`src/fapr_pkg.sv`:
```
// shared types, constants and decode helpers for the framed packet receiver
package fapr_pkg;

	localparam int FRAME_LEN = 6;
	localparam int CNT_W = $clog2(FRAME_LEN + 1);
	localparam int AXIS_W = 14;
	localparam int WORD_W = 16;
	localparam int SCALE_SHIFT = 12;
	localparam int MUL_SHIFT = 10;

	localparam logic [7:0] START_MARKER_RST = 8'h53;
	localparam logic [7:0] STOP_MARKER_RST = 8'h52;

	typedef logic [7:0] data_byte_t;

	typedef enum logic {
		CFG_START_MARKER = 1'b0,
		CFG_STOP_MARKER = 1'b1
	} cfg_index_t;

	typedef struct packed {
		logic [AXIS_W-1:0] axis_x;
		logic [AXIS_W-1:0] axis_y;
		logic [WORD_W-1:0] button_bits;
	} result_t;

	// v * 1023 / 4096 as (v << 10) - v, then drop the low 12 bits
	function automatic logic [AXIS_W-1:0] scale_axis(input logic [WORD_W-1:0] v);
		logic [WORD_W+MUL_SHIFT-1:0] p;
		p = {v, MUL_SHIFT'(0)} - {MUL_SHIFT'(0), v};
		return p[WORD_W+MUL_SHIFT-1:SCALE_SHIFT];
	endfunction

endpackage

```
`src/fapr_cell.sv`:
```
// one byte cell of the frame shift chain
module fapr_cell (
	input  logic                clk,
	input  logic                shift_en,
	input  fapr_pkg::data_byte_t d_in,
	output fapr_pkg::data_byte_t d_out
);

	fapr_pkg::data_byte_t data_q;

	always_ff @(posedge clk) begin
		if (shift_en) begin
			data_q <= d_in;
		end
	end

	assign d_out = data_q;

endmodule

```
`src/fapr_decode.sv`:
```
// frame decode: three little-endian words from the cell chain, two of them scaled
module fapr_decode (
	input  fapr_pkg::data_byte_t cells [fapr_pkg::FRAME_LEN],
	output fapr_pkg::result_t    res
);

	localparam int L = fapr_pkg::FRAME_LEN;

	// oldest byte sits in the last cell, so frame byte k is cell L-1-k
	logic [fapr_pkg::WORD_W-1:0] word0;
	logic [fapr_pkg::WORD_W-1:0] word1;
	logic [fapr_pkg::WORD_W-1:0] word2;

	assign word0 = {cells[L-2], cells[L-1]};
	assign word1 = {cells[L-4], cells[L-3]};
	assign word2 = {cells[L-6], cells[L-5]};

	always_comb begin
		res.axis_x = fapr_pkg::scale_axis(word0);
		res.axis_y = fapr_pkg::scale_axis(word1);
		res.button_bits = word2;
	end

endmodule

```
`src/framed_axis_packet_receiver_unit.sv`:
```
// top level of the start/stop byte framed packet receiver
// Takes one received byte per cycle through in_valid/in_ready. Bytes are kept in a chain of six
// byte cells that shifts on every stored byte; a stop byte after six stored bytes decodes the frame
// and the result appears on the output register in the next cycle. Input is held off only when the
// frame is full and the previous result is still waiting for out_ready, which the stop-byte rule of
// the next decode would otherwise overrun. Marker registers are written through cfg_valid/cfg_index/
// cfg_data and are always ready.
module framed_axis_packet_receiver_unit (
	input  logic                               clk,
	input  logic                               arst_n,
	input  logic                               cfg_valid,
	output logic                               cfg_ready,
	input  fapr_pkg::cfg_index_t               cfg_index,
	input  logic [7:0]                         cfg_data,
	input  logic                               in_valid,
	output logic                               in_ready,
	input  logic [7:0]                         rx_byte,
	output logic                               out_valid,
	input  logic                               out_ready,
	output logic [fapr_pkg::AXIS_W-1:0]        axis_x,
	output logic [fapr_pkg::AXIS_W-1:0]        axis_y,
	output logic [fapr_pkg::WORD_W-1:0]        button_bits
);

	localparam int L = fapr_pkg::FRAME_LEN;

	fapr_pkg::data_byte_t start_q;
	fapr_pkg::data_byte_t stop_q;
	logic                 open_q;
	logic [fapr_pkg::CNT_W-1:0] count_q;
	logic                 out_valid_q;
	fapr_pkg::result_t    res_q;

	fapr_pkg::data_byte_t cells [L];
	fapr_pkg::result_t    dec_res;

	logic full;
	logic is_start;
	logic is_stop;
	logic req_acc;
	logic store_en;
	logic decode;

	assign full = count_q == fapr_pkg::CNT_W'(L);
	assign is_start = (rx_byte == start_q) && !open_q;
	assign is_stop = (rx_byte == stop_q) && full;
	assign in_ready = !(out_valid_q && !out_ready && full);
	assign req_acc = in_valid && in_ready;
	assign store_en = req_acc && !is_start && !full;
	assign decode = req_acc && !is_start && is_stop;
	assign cfg_ready = 1'b1;

	always_ff @(posedge clk or negedge arst_n) begin
		if (!arst_n) begin
			start_q <= fapr_pkg::START_MARKER_RST;
			stop_q <= fapr_pkg::STOP_MARKER_RST;
		end else if (cfg_valid) begin
			case (cfg_index)
				fapr_pkg::CFG_START_MARKER: start_q <= cfg_data;
				fapr_pkg::CFG_STOP_MARKER: stop_q <= cfg_data;
				default: ;
			endcase
		end
	end

	always_ff @(posedge clk or negedge arst_n) begin
		if (!arst_n) begin
			open_q <= 1'b0;
			count_q <= '0;
		end else if (req_acc) begin
			if (is_start) begin
				open_q <= 1'b1;
				count_q <= '0;
			end else if (full) begin
				open_q <= 1'b0;
				count_q <= '0;
			end else begin
				count_q <= count_q + 1'b1;
			end
		end
	end

	// byte chain: new byte enters cell 0, older bytes move one cell along
	genvar gi;
	generate
		for (gi = 0; gi < L; gi++) begin : g_cell
			if (gi == 0) begin : g_head
				fapr_cell u_cell (
					.clk     (clk),
					.shift_en(store_en),
					.d_in    (rx_byte),
					.d_out   (cells[gi])
				);
			end else begin : g_body
				fapr_cell u_cell (
					.clk     (clk),
					.shift_en(store_en),
					.d_in    (cells[gi-1]),
					.d_out   (cells[gi])
				);
			end
		end
	endgenerate

	fapr_decode u_decode (
		.cells(cells),
		.res  (dec_res)
	);

	always_ff @(posedge clk or negedge arst_n) begin
		if (!arst_n) begin
			out_valid_q <= 1'b0;
		end else if (decode) begin
			out_valid_q <= 1'b1;
		end else if (out_ready) begin
			out_valid_q <= 1'b0;
		end
	end

	always_ff @(posedge clk) begin
		if (decode) begin
			res_q <= dec_res;
		end
	end

	assign out_valid = out_valid_q;
	assign axis_x = res_q.axis_x;
	assign axis_y = res_q.axis_y;
	assign button_bits = res_q.button_bits;

	a_count_bound: assert property (@(posedge clk) disable iff (!arst_n)
		count_q <= fapr_pkg::CNT_W'(L))
		else $error("byte count beyond frame length");

	a_no_overwrite: assert property (@(posedge clk) disable iff (!arst_n)
		(out_valid_q && !out_ready) |-> !decode)
		else $error("decode while result still pending");

	a_decode_out: assert property (@(posedge clk) disable iff (!arst_n)
		decode |=> (out_valid_q && count_q == '0 && !open_q))
		else $error("decode did not present result and close frame");

	a_start_opens: assert property (@(posedge clk) disable iff (!arst_n)
		(req_acc && is_start) |=> (open_q && count_q == '0))
		else $error("start byte did not open frame");

endmodule
```
`config.mk`:
```
export PLATFORM = sky130hd
export DESIGN_NAME = framed_axis_packet_receiver_unit
export DESIGN_NICKNAME = d
export VERILOG_FILES = /design/src/fapr_pkg.sv /design/src/fapr_cell.sv /design/src/fapr_decode.sv /design/src/framed_axis_packet_receiver_unit.sv
export SDC_FILE = /design/constraint.sdc
export NUM_CORES = 1
export LEC_CHECK = 0
export BUFFER_PORTS_ARGS = -buffer_cell sky130_fd_sc_hd__buf_2
export CORE_MARGIN = 2
export CORE_UTILIZATION = 45
export CTS_CLUSTER_DIAMETER = 30
export DETAILED_ROUTE_END_ITERATION = 7
export PLACE_DENSITY_LB_ADDON = 0.1
export SETUP_SLACK_MARGIN = 0.2
export SYNTH_ARGS = -nofsm -noshare
export SYNTH_HDL_FRONTEND = slang
export SYNTH_SLANG_ARGS = --single-unit
```
`constraint.sdc`:
```
create_clock -name clk -period 3.24 [get_ports clk]
set_input_delay 0 -clock clk [delete_from_list [all_inputs] [get_ports clk]]
set_output_delay 0 -clock clk [all_outputs]
set_load 0.005 [all_outputs]
```
==> impl_metrics.csv <==
group,metric,value,unit
status,status,"complete, no violations",
yosys,ys_ff_latch,113,
timing,report.final.slew_viol_count,0,
yosys,syn_avg_cell_area,15.6,µm²
route,drc_errors,0,
global_route,grt_max_degree,45,
cts,clk_latency,500,ps
placement,dp_hpwl,5840,µm
yosys,syn_nets,337,
yosys,synth_cells,303,
yosys,synth_top_family_by_area,"simple AND/OR/NAND/NOR gates",
route,wl,8420,µm
yosys,synthAdderAreaFrac,3.19,%
worst_setup_path,critical_path_class,"register to register",
cts,cts_tree,"built",
timing,fmax,413,MHz
final_layout,multi_input_area,1360,µm²
floorplan,io_pins,69,
yosys,synth_compound_area_share,5.07,%
timing,finalHoldViolCount,0,
global_route,grt_pass1_vias,2814,
timing,fin_crit_sh,74.8,%
pwr,pwr_density_cell,729,nW/µm²
final_layout,mostFrequentLayoutCell,"edfxtp_1",
yosys,synth.cell_area,4710,µm²
worst_setup_path,r2r_start,"g_cell[3].g_body.u_cell.d_out[1]",
final_layout,nets,443,
yosys,synth_edf_count,92,
floorplan,chipHeight,106,µm
placement,io_buffer_count,67,
timing,finalSetupTns,0,ps
worst_hold_path,hold_path_class,"primary input to register",
run,max-cap-violations,0,
worst_setup_path,worstPathArrival,2670,ps
timing,rsz0062_at_grt,"false",
cts,clk_pin_slew,50,ps
timing,setup_violations,0,
yosys,synthFlopType,"edfxtp_1",
cts,clockBufferDepth,2,
pwr,seq_power_share,43.0,%
final_layout,diodes,0,
timing,slew_headroom,49.9,%
placement,dp.cells,506,
pwr,p_int,3420,µW
worst_hold_path,worstHoldStart,"cfg_index",
floorplan,dieArea,11300,µm²
route,dr.pass1.iters,4,
yosys,synth_cell_types,48,
route,final_antenna_net_count,0,
final_layout,fillers,791,
route,vias_per_cell,5.01,
yosys,async_flop_share,18.6,%
floorplan,initial_utilization,46.1,%
final_layout,drive_above_1_share,32.2,%
route,drtIter0Drc,90,
pwr,switching_share,22.9,%
final_layout,syn_to_final_growth,29.0,%
final_layout,design_area,6080,µm²
worst_setup_path,required,3480,ps
pwr,pwr-share-clk,45.2,%
cts,cts-htree-levels,4,
global_route,track_usage,16.3,%
worst_setup_path,critical_path.endpoint_type,"register",
cts,postCtsSetupRepairBufs,0,
route,vias,2797,
route,routedWlPerCell,15.1,µm
placement,gp_congestion,0.799,
global_route,grt_antenna_before_repair,0,
yosys,synth_simple_gate_area_share,9.13,%
cts,cts.sinks,113,
pwr,leakage,0.00234,µW
global_route,grt_pass1_wl,13700,µm
yosys,synth_xor_area_share,7.25,%
worst_setup_path,crit_start,"g_cell[3].g_body.u_cell.d_out[1]",
floorplan,core-area,10200,µm²
final_layout,seq_area,3300,µm²
global_route,grt_overflow,0,
cts,post_cts_resized,0,
cts,cts_root_buf,"clkbuf_8",
final_layout,final_cells,558,
final_layout,final_cell_mix,"edfxtp_1 (92), buf_2 (67), xnor2_1 (24)",
yosys,yosysWarnings,0,
floorplan,dieWidth,106,µm
timing,worstMarginPinSlew,750,ps
worst_setup_path,worstPathMaxFanout,10,
placement,placed_area,5240,µm²
cts,cts_buffers,17,
pwr,netSwitchingPower,1010,µW
timing,hold_ws,33.1,ps
worst_setup_path,start_kind,"register",
yosys,seq_area_frac_synth,69.9,%
timing,finalCriticalPeriod,2420,ps
pwr,ir_drop,0.365,mV
floorplan,rows,37,
pwr,pwr-share-comb,11.8,%
yosys,muxShareOfSynthArea,3.82,%
timing,skew,9.95,ps
timing repair:
action	CTS	global route
hold endpoints to repair	50	0
setup endpoints to repair	0	0
hold buffers	20	0
worst max-delay path, stage by stage, from the launching register on:
cell      delay [ps]
edfxtp_1         440
ha_1             380
a211oi_1         360
nor3b_1          150
a211oi_4         490
nand4_1          180
xnor2_1          180
sequential cells by signal, summed over array words and instances (netlist names):
name,flops
open_q,1
axis_y,14
g_cell.g_head.u_cell.d_out,8
start_q,8
count_q,3
g_cell.g_body.u_cell.d_out,40
axis_x,14
out_valid,1
button_bits,16
stop_q,8
path summary, 6_finish.rpt:
check,end,slack [ps],depth (start not counted)
min,start_q[3],30,3
max in group asynchronous,count_q[1],2030,3
max,axis_y[13],820,6
max reg2reg,axis_y[13],820,6
min reg2reg,g_cell[1].g_body.u_cell.d_out[7],440,0
min in group asynchronous,start_q[4],80,2
metal layers:
| layer | track usage, % | part of all wire (%) | vias up |
|---|---|---|---|
| met4 | 7.05 | 1.5 | 0 |
| met5 | 0 | 0 | - |
| met3 | 5.33 | 3.6 | 9 |
| met2 | 28.3 | 54 | 60 |
| met1 | 18.3 | 41 | 1362 |
| li1 | - | - | 1366 |
cells in the mapped netlist, drive strengths merged (7+ instances only):
cell type  instances  area share (%)
or3                8             1.2
o21ai             10             1.1
ha                12             3.2
nand2              8            0.69
xnor2             24             4.5
xor2              15             2.8
nand3              9            0.96
nor2               9            0.72
dfstp              7             3.9
inv               15             1.2
nand4              7            0.93
edfxtp            92              59
nor4               9             1.6
dfrtp             14             7.4
mux2              16             3.8
stage by stage:
step	total power, µW	worst slack, ps	util, %
CTS	4470	809	59.4
global placement	2430	810	51.2
global route	4620	648	59.4
detailed placement	2440	829	51.2
floorplan	2280	532	-
finish	4430	818	59.4
cell families (layout without fill, tap and decap cells):
group	count (synthesis)	after routing
AOI/OAI and AO/OA	33	33
xor gates and xnor gates	39	39
adders and majority gates	12	12
buffers and inverters	18	137
DFF	113	113
muxes	16	16
other	1	1
and+or+nand+nor	71	71
power by group through the flow:
stage / combinational (µW) / clock, µW / sequential (µW)
after detailed placement: 504 / 0 / 1930
after CTS: 525 / 2040 / 1910
after floorplan: 395 / 0 / 1890
after global placement: 496 / 0 / 1930
final: 522 / 2000 / 1910
after global routing: 589 / 2100 / 1930
final cells by class:
type / count / share of cell area, %
repair buffers: 90 / 9.18
inverters: 15 / 0.926
well taps: 136 / 2.80
multi-input cells: 172 / 22.4
clock inverters: 12 / 3.52
flip-flops and latches: 113 / 54.2
clock buffers: 20 / 7.00
No activity file was read; power rests on OpenSTA's default activity.
